--- src/design/ls3_pkg.sv ---
// Shared widths and payload types of the 3x3 Cramer's rule solver.
package ls3_pkg;

    localparam int DATA_WIDTH = 32;
    localparam int FRAC_BITS  = 16;

    // Cross product components, dot product terms and determinants.
    localparam int XW   = 2 * DATA_WIDTH + 1;
    localparam int PPW  = 2 * DATA_WIDTH + 1;
    localparam int TW   = 3 * DATA_WIDTH + 1;
    localparam int DETW = 3 * DATA_WIDTH + 3;

    // Divider: quotient bits, remainder width and scaled numerator width.
    localparam int QW = DATA_WIDTH + 2;
    localparam int RW = DETW + 1;
    localparam int NW = DETW + FRAC_BITS + 1;

    typedef struct packed {
        logic signed [DATA_WIDTH-1:0] m11;
        logic signed [DATA_WIDTH-1:0] m12;
        logic signed [DATA_WIDTH-1:0] m13;
        logic signed [DATA_WIDTH-1:0] m21;
        logic signed [DATA_WIDTH-1:0] m22;
        logic signed [DATA_WIDTH-1:0] m23;
        logic signed [DATA_WIDTH-1:0] m31;
        logic signed [DATA_WIDTH-1:0] m32;
        logic signed [DATA_WIDTH-1:0] m33;
        logic signed [DATA_WIDTH-1:0] r1;
        logic signed [DATA_WIDTH-1:0] r2;
        logic signed [DATA_WIDTH-1:0] r3;
    } in_item_t;

    typedef struct packed {
        logic signed [DATA_WIDTH-1:0] sol1;
        logic signed [DATA_WIDTH-1:0] sol2;
        logic signed [DATA_WIDTH-1:0] sol3;
        logic                         solved;
    } out_item_t;

    typedef struct packed {
        logic [DETW-1:0] dm;
        logic [DETW-1:0] d1;
        logic [DETW-1:0] d2;
        logic [DETW-1:0] d3;
    } det_set_t;

endpackage

--- src/design/ls3_queue.sv ---
// Two-entry queue of determinant sets between the front and back pipelines.
module ls3_queue (
    input  logic                 aclk,
    input  logic                 aresetn,
    input  logic                 push_valid,
    output logic                 push_ready,
    input  ls3_pkg::det_set_t    push_data,
    output logic                 pop_valid,
    input  logic                 pop_ready,
    output ls3_pkg::det_set_t    pop_data
);
    ls3_pkg::det_set_t entry_reg [2];
    logic              wr_ptr_reg, rd_ptr_reg;
    logic [1:0]        cnt_reg;
    logic              push, pop;

    assign push_ready = (cnt_reg != 2'd2);
    assign pop_valid  = (cnt_reg != 2'd0);
    assign pop_data   = entry_reg[rd_ptr_reg];
    assign push       = push_valid && push_ready;
    assign pop        = pop_valid && pop_ready;

    always_ff @(posedge aclk) begin
        if (!aresetn) begin
            wr_ptr_reg <= 1'b0;
            rd_ptr_reg <= 1'b0;
            cnt_reg    <= 2'd0;
        end else begin
            if (push) begin
                wr_ptr_reg <= !wr_ptr_reg;
            end
            if (pop) begin
                rd_ptr_reg <= !rd_ptr_reg;
            end
            cnt_reg <= cnt_reg + 2'(push) - 2'(pop);
        end
        if (push) begin
            entry_reg[wr_ptr_reg] <= push_data;
        end
    end

endmodule

--- config.mk ---
export PLATFORM = sky130hd
export DESIGN_NAME = ls3_queue
export DESIGN_NICKNAME = d
export VERILOG_FILES = /design/src/design/ls3_pkg.sv /design/src/design/ls3_queue.sv
export SDC_FILE = /design/constraint.sdc
export NUM_CORES = 1
export LEC_CHECK = 0
export BUFFER_PORTS_ARGS = -buffer_cell sky130_fd_sc_hd__buf_2
export CAP_MARGIN = 20
export CORE_AREA = 4 4 306 308
export DETAILED_ROUTE_END_ITERATION = 8
export DIE_AREA = 0 0 310 312
export PLACE_DENSITY = 0.51
export SYNTH_ARGS = -nofsm -noshare
export SYNTH_HDL_FRONTEND = slang
export SYNTH_SLANG_ARGS = --single-unit
--- constraint.sdc ---
create_clock -name aclk -period 15.92 [get_ports aclk]
set_clock_uncertainty 0.05 [all_clocks]
set_input_delay 3.184 -clock aclk [delete_from_list [all_inputs] [get_ports aclk]]
set_output_delay 3.184 -clock aclk [all_outputs]
set_load 0.01 [all_outputs]
==> Word-level counts from Yosys, hierarchy flattened <==
Memories as Yosys holds them, arrays and structs flattened. A register that Yosys moved wholly into a read port is not among the register bits.
Cells that the tools add are included.
{ "totals": {"ff_bits": 4, "latch_bits": 0, "ramBits": 792, "rom_bits": 0, "inputBits": 400, "output_inout_bits": 398, "elab_cells": 16, "n_memories": 1} }
{ "memory_table": {"columns": ["memory", "words", "width", "rd", "rd_clocked_by_memory_dff", "write_ports", "line_no", "source"], "rows": [
  ["entry_reg", 2, 396, 1, 1, 1, "ls3_queue.sv:12", "ls3_pkg::det_set_t entry_reg [2];"]
]} }
{ "op_classes": {"add_sub_neg": 2, "multipliers": 0, "div": 0, "n_lt_le_gt_ge": 0, "eq_ne": 1, "shift": 0, "muxes": 4, "n_bitwise": 0, "n_reduce_logical": 5} }
{ "op_table": {"columns": ["op", "count"], "rows": [
  ["$mux W1", 4],
  ["$add A2 B1 Y2", 1],
  ["$logic_and A1 B1 Y1", 2],
  ["$logic_not A1 Y1", 2],
  ["$ne A2 B2 Y1 const B", 1],
  ["$reduce_bool A2 Y1", 1],
  ["$sub A2 B1 Y2", 1]
]} }

==> Depth between registers and ports, before layout <==
Gate-level depths: netlist of the first run.
{ "depth": {"word_depth": 4, "ltp_mapped": 6, "mapped_depth_nobuf": 6} }

==> Worst setup path after synthesis of the first run <==
No wires, ideal clock.
{ "synth_timing": {"path_type": "input to register", "from": "in push_valid", "to": "mem entry_reg[1][0] (netlist name) (enable)", "setup_time_ns": 0.813, "arrival_time_ns": 12.220, "t_required_ns": 15.057, "setup_slack_ns": 2.838, "cell_stages": 1, "path_buffers": 0, "path_cell_list": "and3_1"} }
{ "synth_via": {"elab_chain_len": 3} }
{ "synth_lines": {"columns": ["item", "line_no", "source"], "rows": [
  ["from (decl)", "ls3_queue.sv:5", "input logic push_valid,"],
  ["$logic_and A1 B1 Y1", "ls3_queue.sv:20", "assign push = push_valid && push_ready;"],
  ["$mux W1", "ls3_queue.sv:37", "if (push) begin"],
  ["$mux W1 (implied by the code)", "ls3_queue.sv:38", "entry_reg[wr_ptr_reg] <= push_data;"],
  ["to (decl)", "ls3_queue.sv:12", null]
]} }
Every way passes these cells.

==> results by group, run 1 <==
Run status
  – Status: finished clean

Place
  – Port-buffer cells: 797
  – GP Congestion: 0.779
  – Detailed Place HPWL: 52,100 µm

Setup path
  – Worst Path Max Fanout: 120
  – CP arrival: 4.07 ns
  – Worst Path Required: 12.69 ns
  – CP max stage cell: buf_4
  – Worst R2R Path Depth: 5
  – Crit path cell chain: buf_4 -> buf_12 -> buf_4 -> mux2_4 -> buf_2
  – Crit Path Class: reg2out
  – R2r setup slk: 11.96 ns
  – Crit path top cell by count: buf_4
  – Reg2reg start: cnt_reg[0]$_SDFF_PN0_
  – RR Endpoint: entry_reg[0][334]$_DFFE_PP_
  – Element type at the critical path end: output pin
  – CP startpoint kind: register
  – Slowest Stage Delay on Critical Path: 0.74 ns

Timing
  – Fmax: 137 MHz
  – Slew @ Worst Pin: 1.12 ns
  – Fin crit share: 0.459
  – Slew Viols, Final: 0
  – Final Hold Fails: 0
  – Endpoints failing setup: 0
  – RSZ-0062 raised after global routing: false
  – Setup TNS: 0 ns
  – Worst relative slew slack: 0.254
  – Period minus WS final: 7.30 ns

Layout
  – Fraction of layout cells with a size suffix above 1: 0.610
  – Max reg flops: 792
  – Layout area overhead: 26.4%
  – Final net count: 2,517

Global routing
  – Vias in the first global route: 16.1k
  – Largest net degree at the start of global routing: 144
  – Initial antenna violation count: 35
  – Total gr overflow: 0
  – Total GRT Usage: 0.148
  – First-pass GRT wire length: 105,000 µm

Die
  – Initial Util: 0.332
  – Die X-Extent: 310 µm
  – I/O pins: 798
  – Core area: 0.0911 mm²
  – DIE AREA: 0.0967 mm²
  – FP Rows: 111
  – Die height: 312 µm

Logic synthesis
  – Distinct cells, synth: 26
  – Gate count after technology mapping: 1,262
  – Most instantiated cells after synthesis: 792 x edfxtp_1, 340 x mux2_4, 56 x mux2_2, 27 x buf_6, 12 x buf_8
  – Post-synthesis sequential area ratio: 0.789
  – Yosys reg bits: 797
  – Most common cell in the netlist: edfxtp_1
  – Synth area leaders: edfxtp_1 79%, mux2_4 17%, mux2_2 2.1%
  – Post-synth EDFFs: 792
  – Post-synth ARST share: 0
  – Synth Cell Area: 0.0303 mm²
  – Syn avg cell area: 24.0 µm²
  – Yosys top cell area share: 0.785
  – Syn. warnings: 0
  – Synth Net Count: 1,663
  – Yosys top cell by area: edfxtp_1
  – Ys flop type: edfxtp_1

Drt
  – Drt wl/cell: 22.0 µm
  – 1st-iter DRT viols: 742
  – Routed wire length: 74,800 µm
  – Residual DRC: 0
  – Drt pass-1 iters: 5
  – Via density: 4.40
  – Final ANT Viol Nets: 0
  – Routed vias: 15.0k

Power and ir drop
  – Lkg Pwr: 14.7 nW
  – P per Cell Area: 153 mW/mm²
  – Design Power: 0.00585 W
  – VDD IR max: 0.0000974 V

CTS
  – Post-CTS Setup Bufs: 0
  – CTS Buf Count: 88
  – Worst-skew pair later-pin latency: 0.63 ns
  – Worst-path clk slew: 0.05 ns
  – CTS root buffer: clkbuf_16
  – Cts repair resizes: 0
  – CTS tree: done
  – Hold_buf cts: 0
  – CTS Sinks: 797
  – H-Tree Depth: 3
  – Clk buf depth: 3

Min path
  – Hold path startpoint: rd_ptr_reg$_SDFFE_PN0P_
  – Hold Path Class: reg2reg
  – Hold Crit Depth: 2

Run
  – Max_cap viols: 0
[worst max-delay path: cells and delay by family (launching register included)]
family   cells  cell delay (ns)
buf+inv      4             2.26
flops        1             0.57
mux          1             0.36
[power by group]
part | leakage [nW] | total [W] | internal [W] | switching [W]
sequential | 7.45 | 0.00260 | 0.00255 | 0.0000515
clock | 1.37 | 0.00197 | 0.00117 | 0.000802
combinational | 5.90 | 0.00127 | 0.000617 | 0.000657
[stage by stage]
step / util / cells / area [µm²] / setup slack, ns / hold WS (ns)
2_1_floorplan: - / 1262 / 30300 / 2.84 / 0.422
3_3_place_gp: 0.389 / 3212 / 35400 / 9.23 / 0.437
3_5_place_dp: 0.389 / 3212 / 35400 / 9.18 / 0.437
4_1_cts: 0.420 / 3372 / 38200 / 8.50 / 0.452
5_1_grt: 0.420 / 3390 / 38300 / 8.38 / 0.494
6_report: 0.420 / 3396 / 38300 / 8.62 / 0.447
[area by class of cell]
cell class,instances,area (µm²)
fillers,8156,52800
flip-flops and latches,797,23900
multi-input cells,419,5890
repair buffers,808,4130
clock buffers,106,2330
well taps,1186,1480
clock inverters,54,483
diodes,24,60.1
inverters,2,15.0
[cells in the final DEF, fill, tap and decap left out, drive strengths merged, types with 2 or more instances in the layout]
cell      instances
buf             808
edfxtp          792
mux2            396
clkbuf          106
clkinv           36
diode            24
bufinv            8
inv               8
dfxtp             5
nor2              4
clkinvlp          4
o21ai             2
and3              2
[routing by layer]
metal  part of all wire  global-route usage
met3              0.085              0.0558
met1               0.34               0.146
met4              0.039              0.0707
met5             0.0016                   0
met2               0.54               0.273
[kinds of logic after synthesis]
group,share of synthesized area
and+or+nand+nor,0.00285
DFF,0.789
xor gates and xnor gates,0.000289
AOI/OAI and AO/OA,0.00145
buffers and inverters,0.0171
muxes,0.189
adders and majority gates,0.000413
[worst max-delay path by stage]
stage | to | slack (ns) | cells past startpoint
2_1_floorplan | entry_reg[1][0]$_DFFE_PP_ | 2.84 | 1
3_3_place_gp | entry_reg[0][334]$_DFFE_PP_ | 9.23 | 5
3_5_place_dp | entry_reg[0][275]$_DFFE_PP_ | 9.18 | 5
4_1_cts | pop_data[272] | 8.50 | 5
5_1_grt | pop_data[264] | 8.38 | 5
6_report | pop_data[272] | 8.62 | 5
(Power assumes the default switching activity.)
==> run 2, diff against run 1 <==
clock period = 7.35 ns   (was 15.92 ns; I/O delays follow)
==> run 2 against run 1 <==
Effect of this change: total power rose by 120%; via count rose by 1.5%; count of clock-buffer cells in the layout rose by 13; first-iteration DRC count rose by 14%; highest routed layer unchanged; clock power rose by 110%; sequential power rose by 120%; worst hold slack improved by 0.020 ns; largest cell class unchanged; setup slack got worse by 5.8 ns; global-route usage rose by 0.094 points.
==> results by group, run 2 (synthesized netlist as in run 1, its figures left out) <==
Run status
  – Status: finished clean

CTS
  – H-Tree Depth: 3
  – CTS root buffer: clkbuf_16
  – Hold_buf cts: 0
  – CTS Buf Count: 89
  – Clk buf depth: 3
  – Cts repair resizes: 0
  – Worst-path clk slew: 0.06 ns
  – Worst-skew pair later-pin latency: 0.64 ns
  – Post-CTS Setup Bufs: 0
  – CTS Sinks: 797
  – CTS tree: done

Setup path
  – Crit Path Class: reg2out
  – Worst Path Max Fanout: 71
  – CP startpoint kind: register
  – Element type at the critical path end: output pin
  – Slowest Stage Delay on Critical Path: 0.77 ns
  – Worst Path Required: 5.83 ns
  – Crit path cell chain: buf_12 -> buf_12 -> mux2_4 -> buf_2
  – CP max stage cell: dfxtp_4
  – CP arrival: 3.00 ns
  – Crit path top cell by count: buf_12

Timing
  – Worst relative slew slack: 0.211
  – RSZ-0062 raised after global routing: false
  – Slew @ Worst Pin: 1.18 ns
  – Period minus WS final: 4.52 ns
  – Fin crit share: 0.615
  – Slew Viols, Final: 0
  – Setup TNS: 0 ns
  – Fin Hold WS: 0.467 ns
  – Endpoints failing setup: 0
  – Final Hold Fails: 0
  – Fmax: 221 MHz

Global routing
  – Total GRT Usage: 0.149
  – Initial antenna violation count: 37
  – First-pass GRT wire length: 106,000 µm
  – Vias in the first global route: 16.1k
  – Largest net degree at the start of global routing: 158
  – Total gr overflow: 0

Die
  – Die X-Extent: 310 µm
  – DIE AREA: 0.0967 mm²
  – Core area: 0.0911 mm²
  – FP Rows: 111
  – Initial Util: 0.332
  – I/O pins: 798
  – Die height: 312 µm

Drt
  – Routed vias: 15.2k
  – Residual DRC: 0
  – Final ANT Viol Nets: 0
  – Drt wl/cell: 22.2 µm
  – Drt pass-1 iters: 6
  – Routed wire length: 75,500 µm
  – Via density: 4.46
  – 1st-iter DRT viols: 848

Layout
  – Most frequent cells in the layout: 797 x buf_2, 792 x edfxtp_1, 340 x mux2_4
  – Layout area overhead: 26.4%
  – Max reg flops: 792
  – Most common cell after layout, fill and taps aside: buf_2
  – Final net count: 2,520
  – Fill cell count: 8,212
  – Finished Layout Cells: 3,401
  – Final Util: 0.420
  – Fraction of layout cells with a size suffix above 1: 0.606

Power and ir drop
  – P per Cell Area: 329 mW/mm²
  – Logic pwr share: 0.218
  – Lkg Pwr: 14.7 nW
  – VDD IR max: 0.000186 V
  – Clock power frac: 0.332
  – Part of the power in registers: 0.450
  – Net Sw Frac: 0.257
  – Internal Dissipation: 0.00936 W
  – Switch Pwr: 0.00324 W

Run
  – Max_cap viols: 0

Min path
  – Hold Path Class: reg2reg

Place
  – Placed cells: 3,214
  – Detailed Place HPWL: 53,200 µm
  – GP Congestion: 0.791
  – Port-buffer cells: 797
run 2: changes by cell type in the layout (fill, tap and decap cells not counted), sizes merged:
cell	before	now
diode	24	25
clkinvlp	4	1
inv	8	5
clkinv	36	34
clkbuf	106	119
bufinv	8	5
buf	808	810
run 2: worst paths after layout:
| path | slack (ns) | end | startpoint | depth (start not counted) |
|---|---|---|---|---|
| setup / recovery | 2.83 | pop_data[316] | register | 4 |
| hold / removal | 0.47 | register | rd_ptr_reg$_SDFFE_PN0P_ | 2 |
| setup reg to reg | 4.41 | entry_reg[0][207]$_DFFE_PP_ | cnt_reg[0]$_SDFF_PN0_ | 4 |
| hold reg to reg | 0.47 | register | rd_ptr_reg$_SDFFE_PN0P_ | 2 |
run 2: per-layer routing:
| metal | global-route usage | wire length, µm | vias to the layer above |
|---|---|---|---|
| met5 | 0 | 166 | - |
| met4 | 0.0724 | 2870 | 26 |
| met3 | 0.0491 | 6130 | 171 |
| met2 | 0.271 | 40200 | 551 |
| met1 | 0.154 | 26100 | 7606 |
| li1 | - | - | 6818 |
run 2: area by class of cell:
cell class              instances  area (µm²)  share of cell area
multi-input cells             419        5890               0.154
clock buffers                 119        2420              0.0633
flip-flops and latches        797       23900               0.624
clock inverters                43         330             0.00863
well taps                    1186        1480              0.0388
repair buffers                810        4190               0.109
inverters                       2        11.3            0.000294
diodes                         25        62.6             0.00163
run 2: power groups by stage:
stage                     Sequential, W  Combinational [W]  Clock, W
after floorplan                 0.00580            0.00185         0
after global placement          0.00574            0.00280         0
after detailed placement        0.00576            0.00281         0
after CTS                       0.00567            0.00282   0.00433
after global routing            0.00570            0.00292   0.00454
final                           0.00566            0.00275   0.00418
run 2: through the flow:
| stage | cell area (µm²) | worst slack (ns) | power (W) |
|---|---|---|---|
| after floorplan | 30300 | -0.634 | 0.00765 |
| after global placement | 35500 | 3.43 | 0.00854 |
| after detailed placement | 35500 | 3.40 | 0.00857 |
| after CTS | 38200 | 2.67 | 0.0128 |
| after global routing | 38300 | 2.62 | 0.0132 |
| final | 38300 | 2.83 | 0.0126 |
run 2: worst max-delay path: cells and delay by family (launching register included):
kind     cells  cell delay, ns
flops        1            0.77
buf+inv      3            1.04
mux          1            0.36
